**config.mk**
```make
export PLATFORM = sky130hd
export DESIGN_NAME = accumulator_alu_with_flags_unit_flat
export DESIGN_NICKNAME = d
export VERILOG_FILES = /design/src/sv/aaf_pkg.sv /design/src/sv/aaf_if.sv /design/src/sv/accumulator_alu_with_flags_unit.sv /design/src/sv/aaf_core.sv /design/src/flat_wrapper.sv
export SDC_FILE = /design/constraint.sdc
export NUM_CORES = 1
export LEC_CHECK = 0
export BUFFER_PORTS_ARGS = -buffer_cell sky130_fd_sc_hd__buf_4
export CELL_PAD_IN_SITES_DETAIL_PLACEMENT = 0
export CELL_PAD_IN_SITES_GLOBAL_PLACEMENT = 1
export CORE_UTILIZATION = 51
export CTS_BUF_LIST = sky130_fd_sc_hd__clkbuf_4 sky130_fd_sc_hd__clkbuf_8 sky130_fd_sc_hd__clkbuf_16
export CTS_CLUSTER_SIZE = 40
export DETAILED_ROUTE_END_ITERATION = 8
export PLACE_DENSITY_LB_ADDON = 0.25
export SLEW_MARGIN = 20
export SYNTH_ARGS = -nofsm -noshare
export SYNTH_HDL_FRONTEND = slang
export SYNTH_SLANG_ARGS = --single-unit
export TNS_END_PERCENT = 10
```
**constraint.sdc**
```tcl
create_clock -name clk -period 10.1 [get_ports clk]
set_input_delay 0.505 -clock clk [delete_from_list [all_inputs] [get_ports clk]]
set_output_delay 0.505 -clock clk [all_outputs]
set_load 0.005 [all_outputs]
```
**src/sv/aaf_pkg.sv**
```systemverilog
// package for the 8080-style accumulator alu with flags
// holds operation codes, flag type and shared helpers; no dependencies
package aaf_pkg;

  localparam int DATA_W   = 8;
  localparam int ACTION_W = 5;
  localparam int MODE_W   = 2;

  localparam logic [ACTION_W-1:0] ACT_ADD = 5'd0;
  localparam logic [ACTION_W-1:0] ACT_ADC = 5'd1;
  localparam logic [ACTION_W-1:0] ACT_SUB = 5'd2;
  localparam logic [ACTION_W-1:0] ACT_SBB = 5'd3;
  localparam logic [ACTION_W-1:0] ACT_ANA = 5'd4;
  localparam logic [ACTION_W-1:0] ACT_XRA = 5'd5;
  localparam logic [ACTION_W-1:0] ACT_ORA = 5'd6;
  localparam logic [ACTION_W-1:0] ACT_CMP = 5'd7;
  localparam logic [ACTION_W-1:0] ACT_RLC = 5'd8;
  localparam logic [ACTION_W-1:0] ACT_RRC = 5'd9;
  localparam logic [ACTION_W-1:0] ACT_RAL = 5'd10;
  localparam logic [ACTION_W-1:0] ACT_RAR = 5'd11;
  localparam logic [ACTION_W-1:0] ACT_DAA = 5'd12;
  localparam logic [ACTION_W-1:0] ACT_CMA = 5'd13;
  localparam logic [ACTION_W-1:0] ACT_STC = 5'd14;
  localparam logic [ACTION_W-1:0] ACT_CMC = 5'd15;
  localparam logic [ACTION_W-1:0] ACT_EXT = 5'd16;

  localparam logic [MODE_W-1:0] MODE_INR  = 2'd0;
  localparam logic [MODE_W-1:0] MODE_DCR  = 2'd1;
  localparam logic [MODE_W-1:0] MODE_LOAD = 2'd2;

  localparam logic [DATA_W-1:0] DAA_LO_ADJ = 8'h06;
  localparam logic [DATA_W-1:0] DAA_HI_ADJ = 8'h60;
  localparam logic [3:0]        BCD_MAX    = 4'h9;

  typedef struct packed {
    logic sign;
    logic zero;
    logic parity;
    logic carry;
    logic half_carry;
  } flags_t;

  function automatic flags_t szp_flags(input logic [DATA_W-1:0] v, input logic carry,
                                       input logic half_carry);
    flags_t f;
    f.sign       = v[DATA_W-1];
    f.zero       = (v == '0);
    f.parity     = ~(^v);
    f.carry      = carry;
    f.half_carry = half_carry;
    return f;
  endfunction

  function automatic logic is_step_op(input logic [ACTION_W-1:0] action,
                                      input logic [MODE_W-1:0] mode);
    return (action == ACT_EXT) && ((mode == MODE_INR) || (mode == MODE_DCR));
  endfunction

endpackage

```
**src/sv/aaf_if.sv**
```systemverilog
// valid/ready channel interfaces for the accumulator alu
// depends on aaf_pkg for widths
interface aaf_cmd_if;
  import aaf_pkg::*;
  logic                valid;
  logic                ready;
  logic [ACTION_W-1:0] action;
  logic [MODE_W-1:0]   operand_mode;
  logic [DATA_W-1:0]   operand;

  modport source (output valid, action, operand_mode, operand, input ready);
  modport sink   (input valid, action, operand_mode, operand, output ready);
endinterface

interface aaf_rsp_if;
  import aaf_pkg::*;
  logic              valid;
  logic              ready;
  logic [DATA_W-1:0] result;
  logic              flag_sign;
  logic              flag_zero;
  logic              flag_parity;
  logic              flag_carry;
  logic              flag_half_carry;

  modport source (output valid, result, flag_sign, flag_zero, flag_parity, flag_carry,
                  flag_half_carry, input ready);
  modport sink   (input valid, result, flag_sign, flag_zero, flag_parity, flag_carry,
                  flag_half_carry, output ready);
endinterface

```
**src/sv/accumulator_alu_with_flags_unit.sv**
```systemverilog
// top level of the 8080-style accumulator alu: input register, datapath, result register
// an accepted item passes the input register, then the result register, before result valid
// one item per cycle if not stalled; accumulator and flags update as the result is registered
// the result register frees the input side while a result waits to be taken
// synchronous reset clears accumulator, flags and both stage valids
// depends on aaf_pkg, aaf_if and aaf_core
module accumulator_alu_with_flags_unit (
  input  logic clk,
  input  logic rst,
  aaf_cmd_if.sink   cmd,
  aaf_rsp_if.source rsp
);
  import aaf_pkg::*;

  logic                s1_valid;
  logic [ACTION_W-1:0] s1_action;
  logic [MODE_W-1:0]   s1_mode;
  logic [DATA_W-1:0]   s1_operand;
  logic                out_valid;
  logic [DATA_W-1:0]   out_result;
  flags_t              out_flags;
  logic [DATA_W-1:0]   acc;
  flags_t              flags;
  logic [DATA_W-1:0]   acc_next;
  flags_t              flags_next;
  logic [DATA_W-1:0]   result_next;
  logic                advance;

  assign advance   = s1_valid && (!out_valid || rsp.ready);
  assign cmd.ready = !s1_valid || advance;

  always_ff @(posedge clk) begin
    if (rst) begin
      s1_valid <= 1'b0;
    end else if (cmd.ready) begin
      s1_valid <= cmd.valid;
    end
  end

  always_ff @(posedge clk) begin
    if (cmd.valid && cmd.ready) begin
      s1_action  <= cmd.action;
      s1_mode    <= cmd.operand_mode;
      s1_operand <= cmd.operand;
    end
  end

  aaf_core u_core (
    .action       (s1_action),
    .operand_mode (s1_mode),
    .operand      (s1_operand),
    .acc          (acc),
    .flags        (flags),
    .acc_next     (acc_next),
    .flags_next   (flags_next),
    .result       (result_next)
  );

  always_ff @(posedge clk) begin
    if (rst) begin
      out_valid <= 1'b0;
      acc       <= '0;
      flags     <= '0;
    end else begin
      if (advance) begin
        out_valid <= 1'b1;
        acc       <= acc_next;
        flags     <= flags_next;
      end else if (rsp.ready) begin
        out_valid <= 1'b0;
      end
    end
  end

  always_ff @(posedge clk) begin
    if (advance) begin
      out_result <= result_next;
      out_flags  <= flags_next;
    end
  end

  assign rsp.valid           = out_valid;
  assign rsp.result          = out_result;
  assign rsp.flag_sign       = out_flags.sign;
  assign rsp.flag_zero       = out_flags.zero;
  assign rsp.flag_parity     = out_flags.parity;
  assign rsp.flag_carry      = out_flags.carry;
  assign rsp.flag_half_carry = out_flags.half_carry;

`ifndef NO_ASSERTIONS
  a_cmp_keeps_acc: assert property (@(posedge clk) disable iff (rst)
    advance && (s1_action == ACT_CMP) |=> acc == $past(acc))
    else $error("compare changed the accumulator");

  a_step_keeps_acc: assert property (@(posedge clk) disable iff (rst)
    advance && is_step_op(s1_action, s1_mode) |=> acc == $past(acc))
    else $error("increment or decrement changed the accumulator");

  a_result_is_acc: assert property (@(posedge clk) disable iff (rst)
    advance && !is_step_op(s1_action, s1_mode) |=> rsp.result == acc)
    else $error("result differs from new accumulator");

  a_flags_match: assert property (@(posedge clk) disable iff (rst)
    advance |=> rsp.valid && (out_flags == flags))
    else $error("reported flags differ from flag register");

  a_stc_sets_carry: assert property (@(posedge clk) disable iff (rst)
    advance && (s1_action == ACT_STC) |=> flags.carry)
    else $error("set carry did not set carry");
`endif

endmodule

```
**src/sv/aaf_core.sv**
```systemverilog
// combinational datapath: one alu operation on accumulator, flags and operand
// depends on aaf_pkg
module aaf_core (
  input  logic [aaf_pkg::ACTION_W-1:0] action,
  input  logic [aaf_pkg::MODE_W-1:0]   operand_mode,
  input  logic [aaf_pkg::DATA_W-1:0]   operand,
  input  logic [aaf_pkg::DATA_W-1:0]   acc,
  input  aaf_pkg::flags_t              flags,
  output logic [aaf_pkg::DATA_W-1:0]   acc_next,
  output aaf_pkg::flags_t              flags_next,
  output logic [aaf_pkg::DATA_W-1:0]   result
);
  import aaf_pkg::*;

  logic              is_sub;
  logic              cin;
  logic [DATA_W-1:0] b_eff;
  logic [DATA_W:0]   sum;
  logic [4:0]        low_sum;
  logic              add_carry;
  logic [DATA_W-1:0] step_val;
  logic [3:0]        lo_nib;
  logic [3:0]        hi_nib;
  logic              lo_adj;
  logic              hi_adj;
  logic [DATA_W-1:0] corr;
  logic [DATA_W-1:0] daa_val;
  logic [DATA_W-1:0] logic_val;

  // shared adder for add, subtract and compare
  always_comb begin
    is_sub = (action == ACT_SUB) || (action == ACT_SBB) || (action == ACT_CMP);
    case (action)
      ACT_ADC: cin = flags.carry;
      ACT_SUB: cin = 1'b1;
      ACT_SBB: cin = ~flags.carry;
      ACT_CMP: cin = 1'b1;
      default: cin = 1'b0;
    endcase
    b_eff     = is_sub ? ~operand : operand;
    sum       = {1'b0, acc} + {1'b0, b_eff} + {{DATA_W{1'b0}}, cin};
    low_sum   = {1'b0, acc[3:0]} + {1'b0, b_eff[3:0]} + {4'b0, cin};
    add_carry = is_sub ? ~sum[DATA_W] : sum[DATA_W];
  end

  // decimal adjust
  always_comb begin
    lo_nib  = acc[3:0];
    hi_nib  = acc[7:4];
    lo_adj  = (lo_nib > BCD_MAX) || flags.half_carry;
    hi_adj  = (hi_nib > BCD_MAX) || flags.carry || ((hi_nib >= BCD_MAX) && (lo_nib > BCD_MAX));
    corr    = (lo_adj ? DAA_LO_ADJ : '0) | (hi_adj ? DAA_HI_ADJ : '0);
    daa_val = acc + corr;
  end

  assign step_val = (operand_mode == MODE_INR) ? operand + 8'd1 : operand - 8'd1;

  always_comb begin
    acc_next   = acc;
    flags_next = flags;
    logic_val  = '0;
    case (action)
      ACT_ADD, ACT_ADC, ACT_SUB, ACT_SBB: begin
        acc_next   = sum[DATA_W-1:0];
        flags_next = szp_flags(sum[DATA_W-1:0], add_carry, low_sum[4]);
      end
      ACT_CMP: begin
        flags_next = szp_flags(sum[DATA_W-1:0], add_carry, low_sum[4]);
      end
      ACT_ANA: begin
        logic_val  = acc & operand;
        acc_next   = logic_val;
        flags_next = szp_flags(logic_val, 1'b0, acc[3] | operand[3]);
      end
      ACT_XRA: begin
        logic_val  = acc ^ operand;
        acc_next   = logic_val;
        flags_next = szp_flags(logic_val, 1'b0, 1'b0);
      end
      ACT_ORA: begin
        logic_val  = acc | operand;
        acc_next   = logic_val;
        flags_next = szp_flags(logic_val, 1'b0, 1'b0);
      end
      ACT_RLC: begin
        acc_next         = {acc[DATA_W-2:0], acc[DATA_W-1]};
        flags_next.carry = acc[DATA_W-1];
      end
      ACT_RRC: begin
        acc_next         = {acc[0], acc[DATA_W-1:1]};
        flags_next.carry = acc[0];
      end
      ACT_RAL: begin
        acc_next         = {acc[DATA_W-2:0], flags.carry};
        flags_next.carry = acc[DATA_W-1];
      end
      ACT_RAR: begin
        acc_next         = {flags.carry, acc[DATA_W-1:1]};
        flags_next.carry = acc[0];
      end
      ACT_DAA: begin
        acc_next   = daa_val;
        flags_next = szp_flags(daa_val, flags.carry | hi_adj, acc[4] ^ corr[4] ^ daa_val[4]);
      end
      ACT_CMA: acc_next = ~acc;
      ACT_STC: flags_next.carry = 1'b1;
      ACT_CMC: flags_next.carry = ~flags.carry;
      ACT_EXT: begin
        case (operand_mode)
          MODE_INR, MODE_DCR: flags_next = szp_flags(step_val, flags.carry, flags.half_carry);
          MODE_LOAD:          acc_next   = operand;
          default:            acc_next   = acc;
        endcase
      end
      default: acc_next = acc;
    endcase
  end

  assign result = is_step_op(action, operand_mode) ? step_val : acc_next;

endmodule

```
**src/flat_wrapper.sv**
```systemverilog
// flat-port wrapper written by rule: the top's interface ports become plain ports
module accumulator_alu_with_flags_unit_flat import aaf_pkg::*;
  (clk, rst, cmd_valid, cmd_action, cmd_operand_mode, cmd_operand, cmd_ready, rsp_valid, rsp_result, rsp_flag_sign, rsp_flag_zero, rsp_flag_parity, rsp_flag_carry, rsp_flag_half_carry, rsp_ready);
  aaf_cmd_if cmd_i ();
  aaf_rsp_if rsp_i ();
  input  logic clk;
  input  logic rst;
  input wire logic [$bits(cmd_i.valid)-1:0] cmd_valid;
  input wire logic [$bits(cmd_i.action)-1:0] cmd_action;
  input wire logic [$bits(cmd_i.operand_mode)-1:0] cmd_operand_mode;
  input wire logic [$bits(cmd_i.operand)-1:0] cmd_operand;
  output wire logic [$bits(cmd_i.ready)-1:0] cmd_ready;
  output wire logic [$bits(rsp_i.valid)-1:0] rsp_valid;
  output wire logic [$bits(rsp_i.result)-1:0] rsp_result;
  output wire logic [$bits(rsp_i.flag_sign)-1:0] rsp_flag_sign;
  output wire logic [$bits(rsp_i.flag_zero)-1:0] rsp_flag_zero;
  output wire logic [$bits(rsp_i.flag_parity)-1:0] rsp_flag_parity;
  output wire logic [$bits(rsp_i.flag_carry)-1:0] rsp_flag_carry;
  output wire logic [$bits(rsp_i.flag_half_carry)-1:0] rsp_flag_half_carry;
  input wire logic [$bits(rsp_i.ready)-1:0] rsp_ready;
  assign cmd_i.valid = cmd_valid;
  assign cmd_i.action = cmd_action;
  assign cmd_i.operand_mode = cmd_operand_mode;
  assign cmd_i.operand = cmd_operand;
  assign cmd_ready = cmd_i.ready;
  assign rsp_valid = rsp_i.valid;
  assign rsp_result = rsp_i.result;
  assign rsp_flag_sign = rsp_i.flag_sign;
  assign rsp_flag_zero = rsp_i.flag_zero;
  assign rsp_flag_parity = rsp_i.flag_parity;
  assign rsp_flag_carry = rsp_i.flag_carry;
  assign rsp_flag_half_carry = rsp_i.flag_half_carry;
  assign rsp_i.ready = rsp_ready;
  accumulator_alu_with_flags_unit u_core (.clk(clk), .rst(rst), .cmd(cmd_i), .rsp(rsp_i));
endmodule
```
==> impl_results.md, run 1 <==
- DPL Wire Length: around 11000 um
- Largest net degree at the start of global routing: 32
- Die area: 0.009064 sq mm
- Die width: between 90 and 100 um
- H-tree level count: 2
- Antenna-violating nets left: 0
- Area after DPL: 0.004701 sq mm
- Hold Crit Class: in -> reg
- DR DRC count: 0
- Net count after synthesis: 585
- Final Max Tran Viols: 0
- Worst vdd ir: between 0.08 and 0.09 mV
- Final setup viols: 0
- Async set-reset flop share out of synthesis: 0%
- Final hold vios: 0
- CTS clk-pin slew, worst paths: 0.11 ns
- Predominant post-synthesis flop cell: edfxtp_1
- Final worst slack: about 5.5 ns
- Synth Area per Inst: slightly below 9 sq um
- Yosys top cell area share: about a fifth
- Initial Util: 53.38%
- Ant. Diodes: 0
- Crit Path Class: reg -> reg
- Period utilisation layout: ~45%
- Std cell rows: 33
- Distinct cells, synth: between 70 and 80
- IO Pins: 34
- Fin area: about 0.0048 sq mm
- Die Ht: approximately 95 um
- Share of cells above drive strength 1: between 10% and 20%
- DR vias/cell: 6.310
- RSZ-0062 raised after global routing: no
- Filler Cells Inserted: approximately 770
- Core area: 0.008299 sq mm
- Min Tclk post-route: 4.578 ns
- Number of flops mapped to enable cells by yosys: 28
- PostCTS Resize Cnt: 0
- Drt pass-1 iters: 5
- Fin Hold WS: 0.3496 ns
- Vias in the first global route: 3726
- Vias: around 4.0k
- Setup TNS Final: 0 ns
- Synth-to-Final Area Change: 8.190%
- Routability cong.: between 1 and 1.5
- Status: finished, final reports clean
- Post-Syn Area: ~0.0044 sq mm
- CP arrival: between 4 and 5 ns
- Pre-CTS setup slack: about 5.6 ns
- Cells after Synth: 506
- Critical Path Sink Type: flop
- Clock Sink Count: 43
- WL/cell: 21.80 um
- Post-CTS Hold Buffers: 0
- Cts bufs inserted: 5
- Post-CTS Setup Inserts: 0
- Fmax: between 200 and 250 MHz
- Clk buf depth: 2
- FF+latch count, synth: 43
- # Max-Cap Violations: 0
- Initial DRC count: around 380
- CTS tree: done
- Total track usage: between 30% and 40%
- Worst path required time: about 10 ns
- Port bufs: 33
- Slew headroom: around 23%
- Area leader, netlist: edfxtp_1
- First-pass GRT wire length: roughly 21000 um
- Clock Latency Late Sink: roughly 0.32 ns
- Synth area leaders: edfxtp_1 19%, ha_1 16%, dfxtp_1 6.8%
- # nets final: between 600 and 700
- Worst-margin pin slew: ~1.1 ns
- Static Leakage: slightly below 0.002 uW
- Setup Skew: between 0.015 and 0.02 ns
- Final wirelength: 13730 um
- R2R Setup Slk: around 5.5 ns
- Gr ovfl total: 0
- Synthesis Warnings: 0
- Root buf cell: clkbuf_8
- Startpoint Class: flop
- Post-synthesis sequential area ratio: 25.76%
- Worst-path fanout max: 23
- Tot Pwr: approximately 560 uW
- Pwr dens: approximately 120 mW/mm^2
- Initial antenna violation count: 0
==> metal layers <==
metal  routed length [um]  share of wire, %  global-route usage [%]  vias up
met4                  434               3.2                   12.12        0
li1                     -                 -                       -     1880
met3                 1087               7.9                   5.104       32
met2                 6315                46                   51.55      176
met1                 5894                43                   42.63     1887
met5                    0                 0                       0        -
==> power by group <==
group          total (uW)  internal (uW)  switching, uW  leakage [uW]
combinational         220            101            119       0.00153
clock                 122           49.7           71.9     0.0000408
sequential            220            199           20.4      0.000393
total                 561            350            211       0.00196
==> kinds of logic after synthesis <==
kind of cell,Yosys count,synth area share (%)
XOR/XNOR,41,8.105
flip-flops,43,25.76
AO/OA/AOI/OAI,145,23.04
buffers and inverters,75,7.032
multiplexers,12,2.796
AND/OR/NAND/NOR,130,15.65
adder cells (fa/ha/maj),60,17.62
==> worst max-delay path, cell delays in order, from the launching register on <==
cell,delay (ns)
edfxtp_1,0.73
nor2_1,0.25
nand3_1,0.40
xnor2_1,0.39
fa_1,0.24
inv_1,0.06
fa_1,0.39
a21o_1,0.21
a21oi_1,0.27
xor2_1,0.25
ha_1,0.28
xnor2_1,0.17
xnor2_1,0.16
xnor2_1,0.15
mux2i_1,0.24
a21oi_1,0.09
==> worst paths after layout <==
path | from | end | cells past startpoint
worst min-delay path | cmd_action[0] | u_core.s1_action[0]$_DFFE_PP_ | 1
worst max register to register | u_core.s1_action[4]$_DFFE_PP_ | u_core.rsp.flag_parity$_DFFE_PP_ | 15
worst max-delay path | u_core.s1_action[4]$_DFFE_PP_ | u_core.rsp.flag_parity$_DFFE_PP_ | 15
worst min register to register | u_core.flags[3]$_SDFFE_PP0P_ | u_core.flags[3]$_SDFFE_PP0P_ | 2
==> per-stage QoR <==
step,cells,util (%)
finish,630,57.76
global route,630,57.76
CTS,630,57.76
detailed placement,622,56.64
global placement,622,56.64
floorplan,506,-
==> synth_stat cells, drive strengths merged, types with 4 or more instances <==
library cell / count
a211oi: 10
a21o: 10
a21oi: 31
a221oi: 4
a311oi: 6
a31oi: 6
buf: 11
clkbuf: 12
dfxtp: 15
edfxtp: 28
fa: 4
ha: 56
inv: 52
mux2i: 9
nand2: 28
nand2b: 5
nand3: 13
nand4: 5
nor2: 32
nor2b: 11
nor3: 8
nor4: 4
o2111a: 5
o21ai: 31
o21bai: 4
or3: 5
xnor2: 29
xor2: 12
==> flip-flops by register name, summed over array words and instances, names as in the netlist, 2 cells and up <==
name,flops
u_core.s1_operand,8
u_core.acc,8
u_core.s1_action,5
u_core.rsp.result,8
u_core.flags,5
u_core.s1_mode,2
==> area by class of cell <==
cell class	count	area, sq um	share of cell area, %
multi-input cells	388	2978	62.12
flip-flops and latches	43	1141	23.81
repair buffers	34	255.2	5.325
inverters	52	195.2	4.072
well taps	105	131.4	2.741
clock buffers	5	68.82	1.436
clock inverters	3	23.77	0.4960
==> cell usage in the layout, fill, tap and decap left out, types with 9 or more instances in the layout <==
| cell | synthesis | final |
|---|---|---|
| ha_1 | 56 | 56 |
| inv_1 | 52 | 52 |
| buf_4 | 4 | 34 |
| a21oi_1 | 31 | 31 |
| nor2_1 | 31 | 31 |
| xnor2_1 | 29 | 29 |
| o21ai_0 | 28 | 28 |
| edfxtp_1 | 28 | 28 |
| nand2_1 | 27 | 27 |
| dfxtp_1 | 15 | 15 |
| nand3_1 | 13 | 13 |
| xor2_1 | 12 | 12 |
| nor2b_1 | 11 | 11 |
| a21o_1 | 10 | 10 |
| a211oi_1 | 9 | 9 |
| mux2i_1 | 9 | 9 |
No activity file was read; power rests on OpenSTA's default activity.
==> inputs of run 2 (changes only) <==
--- a/config.mk
+++ b/config.mk
@@ -8,7 +8,7 @@
 export BUFFER_PORTS_ARGS = -buffer_cell sky130_fd_sc_hd__buf_4
 export CELL_PAD_IN_SITES_DETAIL_PLACEMENT = 0
 export CELL_PAD_IN_SITES_GLOBAL_PLACEMENT = 1
-export CORE_UTILIZATION = 51
+export CORE_UTILIZATION = 43
 export CTS_BUF_LIST = sky130_fd_sc_hd__clkbuf_4 sky130_fd_sc_hd__clkbuf_8 sky130_fd_sc_hd__clkbuf_16
 export CTS_CLUSTER_SIZE = 40
 export DETAILED_ROUTE_END_ITERATION = 8
==> constraint.sdc (replaced) <==
create_clock -name clk -period 3.7 [get_ports clk]
set_input_delay 0.185 -clock clk [delete_from_list [all_inputs] [get_ports clk]]
set_output_delay 0.185 -clock clk [all_outputs]
set_load 0.005 [all_outputs]
==> impl_results.md, run 2 (same netlist as run 1, synthesis figures left out) <==
- CTS tree: done
- DR DRC count: 0
- Antenna-violating nets left: 0
- Setup TNS Final: 0 ns
- Initial antenna violation count: 0
- Slew headroom: about a third
- CTS clk-pin slew, worst paths: roughly 0.08 ns
- Tot Pwr: around 1600 uW
- Pre-CTS setup slack: roughly 0.058 ns
- Gr ovfl total: 0
- Vias: between 4k and 5k
- # nets final: 647
- Area after DPL: 0.005006 sq mm
- Period utilisation layout: approximately 95%
- Synth-to-Final Area Change: 18.81%
- Final hold vios: 0
- Hold Crit Class: in -> reg
- Pwr dens: 305.8 mW/mm^2
- Port bufs: 33
- Largest net degree at the start of global routing: 30
- Clock Latency Late Sink: around 0.31 ns
- Clk buf depth: 2
- Static Leakage: around 0.0022 uW
- Final setup viols: 0
- Non-filler instance count after layout: around 700
- Worst R2R End: u_core.rsp.flag_parity$_DFFE_PP_
- Most common cell after layout, fill and taps aside: buf_4
- Crit Path Class: reg -> reg
- Root buf cell: clkbuf_8
- DR vias/cell: roughly 5.9
- IO Pins: 34
- Slowest CP cell: edfxtp_1
- Worst Hold End: u_core.s1_action[0]$_DFFE_PP_
- Worst vdd ir: 0.2066 mV
- Die area: 0.01071 sq mm
- Initial Util: between 40 and 50%
- R2R depth: 15
- Max incr delay on CP: ~0.46 ns
- Setup Skew: about 0.0077 ns
- Min Tclk post-route: between 3 and 4 ns
- Vias in the first global route: 3955
- First-pass GRT wire length: 22340 um
- Worst-margin pin slew: ~1.0 ns
- WP buf/inv: 1
- Routability cong.: 0.9584
- R2r startpoint: u_core.s1_action[2]$_DFFE_PP_
- Final wirelength: around 15000 um
- Clock Sink Count: 43
- Share of cells above drive strength 1: between 20% and 30%
- Die width: roughly 100 um
- Total track usage: 27.49%
- Fmax: between 200 and 300 MHz
- Final worst slack: approximately 0.18 ns
- DPL Wire Length: approximately 11000 um
- Filler Cells Inserted: about 940
- Hold depth: 1
- Ant. Diodes: 0
- Initial DRC count: approximately 340
- Std cell rows: 36
- Final Max Tran Viols: 0
- CP arrival: approximately 3.6 ns
- Critical Path Sink Type: flop
- Die Ht: 103.5 um
- Cts bufs inserted: 5
- Status: finished, final reports clean
- # Max-Cap Violations: 0
- WL/cell: between 20 and 25 um
- Delay-heaviest family, CP: XOR/XNOR gates
- Worst path cell trace: nand2_1 > nand3_2 > xnor2_2 > fa_2 > inv_1 > fa_2 > a21o_1 > a21oi_2 > xor2_2 > ha_4 > xnor2_2 > xnor2_1 > xnor2_1 > mux2i_1 > a21oi_1
- Worst-path fanout max: 6
- R2R Setup Slk: about 0.18 ns
- Number of stages on the worst setup path: 15
- Most frequent cells in the layout: 77 x buf_4, 55 x ha_1, 52 x inv_1
- H-tree level count: 2
- Fin area: between 0.005 and 0.006 sq mm
- Drt pass-1 iters: 5
- Worst path required time: between 3 and 4 ns
- Hold Crit Start: cmd_action[0]
- Placed Cells incl. Taps: 686
- Core area: between 0.009 and 0.01 sq mm
- Startpoint Class: flop
run 2: cell count changes in the layout (fill, tap and decap cells not counted), sizes merged:
| cell | previous run | this run |
|---|---|---|
| clkinvlp | 2 | 0 |
| clkbuf | 5 | 7 |
| buf | 34 | 78 |
run 2: area by class of cell:
| class | instances | area (sq um) | area share, % |
|---|---|---|---|
| Clock inverter | 1 | 6.256 | 0.1188 |
| Inverter | 52 | 195.2 | 3.708 |
| Multi-Input combinational cell | 388 | 3078 | 58.47 |
| Tap cell | 133 | 166.4 | 3.161 |
| Sequential cell | 43 | 1141 | 21.68 |
| Clock buffer | 7 | 83.83 | 1.593 |
| Timing Repair Buffer | 78 | 593.1 | 11.27 |
run 2: report_power, final:
group	leakage [uW]	total, uW	switching [uW]	internal [uW]
registers	0.000393	566	21.9	544
logic	0.00177	722	387	335
clock network	0.0000496	321	172	149
run 2: layer usage:
| metal | wire [um] | GRT usage (%) | vias up |
|---|---|---|---|
| met4 | 527 | 11.80 | 0 |
| met2 | 6798 | 44.10 | 145 |
| met1 | 6367 | 36.85 | 1979 |
| met5 | 0 | 0 | - |
| met3 | 872 | 3.902 | 30 |
| li1 | - | - | 1973 |
run 2: timing repair:
item | CTS | global route
hold buffers | 0 | 0
buffers inserted | 0 | 8
endpoints found under the setup margin | 0 | 3
gates resized for setup | 0 | 25
run 2: worst max path at each step:
stage	start	to	slack [ns]
2_1_floorplan	u_core.s1_action[4]$_DFFE_PP_	u_core.rsp.flag_parity$_DFFE_PP_	0.03
3_3_place_gp	u_core.s1_action[1]$_DFFE_PP_	u_core.rsp.flag_parity$_DFFE_PP_	0.1
3_5_place_dp	u_core.s1_action[2]$_DFFE_PP_	u_core.rsp.flag_parity$_DFFE_PP_	0.06
4_1_cts	u_core.s1_action[2]$_DFFE_PP_	u_core.rsp.flag_parity$_DFFE_PP_	0.03
5_1_grt	u_core.s1_action[3]$_DFFE_PP_	u_core.rsp.flag_parity$_DFFE_PP_	-0.06
6_report	u_core.s1_action[2]$_DFFE_PP_	u_core.rsp.flag_parity$_DFFE_PP_	0.18
run 2: per-stage QoR:
step           hold WS, ns  util, %
2_1_floorplan       0.2512        -
3_3_place_gp        0.3630    50.75
3_5_place_dp        0.3643    50.75
4_1_cts            0.04726    51.66
5_1_grt            0.03487    53.36
6_report           0.04375    53.36
==> inputs of run 3 (changes only) <==
--- a/config.mk
+++ b/config.mk
@@ -8,7 +8,8 @@
 export BUFFER_PORTS_ARGS = -buffer_cell sky130_fd_sc_hd__buf_4
 export CELL_PAD_IN_SITES_DETAIL_PLACEMENT = 0
 export CELL_PAD_IN_SITES_GLOBAL_PLACEMENT = 1
-export CORE_UTILIZATION = 43
+export CORE_ASPECT_RATIO = 0.8
+export CORE_UTILIZATION = 40
 export CTS_BUF_LIST = sky130_fd_sc_hd__clkbuf_4 sky130_fd_sc_hd__clkbuf_8 sky130_fd_sc_hd__clkbuf_16
 export CTS_CLUSTER_SIZE = 40
 export DETAILED_ROUTE_END_ITERATION = 8
==> impl_results.md, run 3 (same netlist as run 1, synthesis figures left out) <==
- Status: finished, final reports clean
- Worst R2R End: u_core.rsp.flag_parity$_DFFE_PP_
- Routability cong.: around 0.97
- Final setup viols: 0
- Final wirelength: about 15000 um
- WL/cell: around 21 um
- Synth-to-Final Area Change: 19.32%
- Clock Sink Count: 43
- Root buf cell: clkbuf_16
- DR vias/cell: approximately 5.8
- Crit Path Class: reg -> reg
- Initial DRC count: 389
- Pwr dens: 332.9 mW/mm^2
- Setup Skew: around 0.0034 ns
- Comb pwr share: between 30% and 40%
- Hold Crit Start: cmd_action[0]
- Fin Hold WS: 0.05867 ns
- Most common cell after layout, fill and taps aside: buf_4
- Sw Ratio: ~34%
- Port bufs: 33
- RSZ-0062 raised after global routing: yes
- # nets final: 644
- Antenna-violating nets left: 0
- Clk buf depth: 2
- Startpoint Class: flop
- Worst path required time: 3.75 ns
- Worst-path fanout max: 9
- Total track usage: a little over a quarter
- Std cell rows: 33
- Final Core Density: roughly half
- Gr ovfl total: 0
- Critical Path Sink Type: flop
- Static Leakage: ~0.0022 uW
- Period utilisation layout: between 90% and 100%
- Power share of the sequential group: 32.2%
- First-pass GRT wire length: 22330 um
- Slew headroom: 32.69%
- R2R depth: 15
- Final hold vios: 0
- Pre-CTS setup slack: ~0.059 ns
- Hold Crit Class: in -> reg
- IO Pins: 34
- H-tree level count: 2
- CTS clk-pin slew, worst paths: around 0.07 ns
- Die area: between 0.01 and 0.015 sq mm
- Setup TNS Final: 0 ns
- Core area: 0.01049 sq mm
- Initial antenna violation count: 0
- # Max-Cap Violations: 0
- Drt pass-1 iters: 5
- Die Ht: 96.14 um
- Cell internal pwr: 1154 uW
- P_sw: between 600 and 700 uW
- Final Max Tran Viols: 0
- Clock group share of total power: 28.6%
- Vias: about 4.1k
- Die width: 119.7 um
- Worst vdd ir: 0.1674 mV
- DPL Wire Length: 11530 um
- CTS tree: done
- Ant. Diodes: 0
- R2R Setup Slk: ~0.15 ns
- DR DRC count: 0
- Most frequent cells in the layout: 74 x buf_4, 56 x ha_1, 51 x inv_1
- Final worst slack: 0.1464 ns
- Worst-margin pin slew: between 1 and 1.5 ns
- Initial Util: 42.25%
- Largest net degree at the start of global routing: 30
- CP arrival: between 3 and 4 ns
- Post-CTS Hold Buffers: 0
- Min Tclk post-route: 3.554 ns
- R2r startpoint: u_core.s1_action[2]$_DFFE_PP_
- Cts bufs inserted: 5
- Share of cells above drive strength 1: around a fifth
- Hold depth: 1
- Vias in the first global route: 3934
- Worst Hold End: u_core.s1_action[0]$_DFFE_PP_
- Clock Latency Late Sink: about 0.3 ns
- Fmax: between 200 and 300 MHz
==> run 3: cell types whose count changed in the layout (fill, tap and decap cells not counted), sizes merged <==
cell	delta
buf	-3
clkinv	+2
clkbuf	-1
inv	-1
==> run 3: routing by layer <==
layer | vias to the layer above | global-route usage (%) | part of all wire, %
li1 | 1968 | - | -
met1 | 1942 | 37.99 | 48
met2 | 171 | 39.21 | 42
met3 | 29 | 4.147 | 7.5
met4 | 0 | 10.42 | 2.6
met5 | - | 0 | 0
==> run 3: cell type report <==
class,instances,area [sq um]
tap,140,175.2
multi-input combinational,388,3044
clock inverter,2,13.76
clock buffer,6,150.1
timing repair buffer,75,566.8
sequential,43,1141
inverter,52,195.2
fill,1027,5201
==> run 3: timing repair <==
| item | 4_1_cts | 5_1_grt |
|---|---|---|
| resized for setup | 0 | 19 |
| setup endpoints to repair | 0 | 5 |
| buffers inserted | 0 | 3 |
| endpoints found under the hold margin | 0 | 0 |
==> run 3: worst max path at each step <==
stage,start,endpoint,cells past startpoint
2_1_floorplan,u_core.s1_action[4]$_DFFE_PP_,u_core.rsp.flag_parity$_DFFE_PP_,17
3_3_place_gp,u_core.s1_action[1]$_DFFE_PP_,u_core.rsp.flag_parity$_DFFE_PP_,16
3_5_place_dp,u_core.s1_action[2]$_DFFE_PP_,u_core.rsp.flag_parity$_DFFE_PP_,15
4_1_cts,u_core.s1_action[1]$_DFFE_PP_,u_core.rsp.flag_parity$_DFFE_PP_,16
5_1_grt,u_core.s1_action[4]$_DFFE_PP_,u_core.rsp.flag_parity$_DFFE_PP_,15
6_report,u_core.s1_action[2]$_DFFE_PP_,u_core.rsp.flag_parity$_DFFE_PP_,15
==> run 3: power groups by stage <==
stage               clock network [uW]  logic, uW  registers, uW
global route                       532        756            571
floorplan                            0        465            576
detailed placement                   0        666            577
finish                             503        690            567
global placement                     0        664            576
CTS                                509        670            566
==> run 3: worst max-delay path, stage by stage (launching register included) <==
cell and delay, ns:
edfxtp_1 0.48, nand2_1 0.12, nand3_2 0.12, buf_6 0.19
xnor2_4 0.17, ha_1 0.26, nor2b_1 0.16, o2111a_1 0.24
or3_1 0.36, nand2_1 0.08, ha_1 0.23, xnor2_1 0.14
xnor2_1 0.21, xnor2_1 0.17, mux2i_1 0.26, a21oi_1 0.09
==> run 3: stage by stage <==
stage | std cells | power, uW | area (sq um)
6_report | 706 | 1760 | 5286
3_3_place_gp | 695 | 1239 | 5030
2_1_floorplan | 506 | 1041 | 4431
5_1_grt | 706 | 1859 | 5286
3_5_place_dp | 695 | 1243 | 5030
4_1_cts | 703 | 1745 | 5194
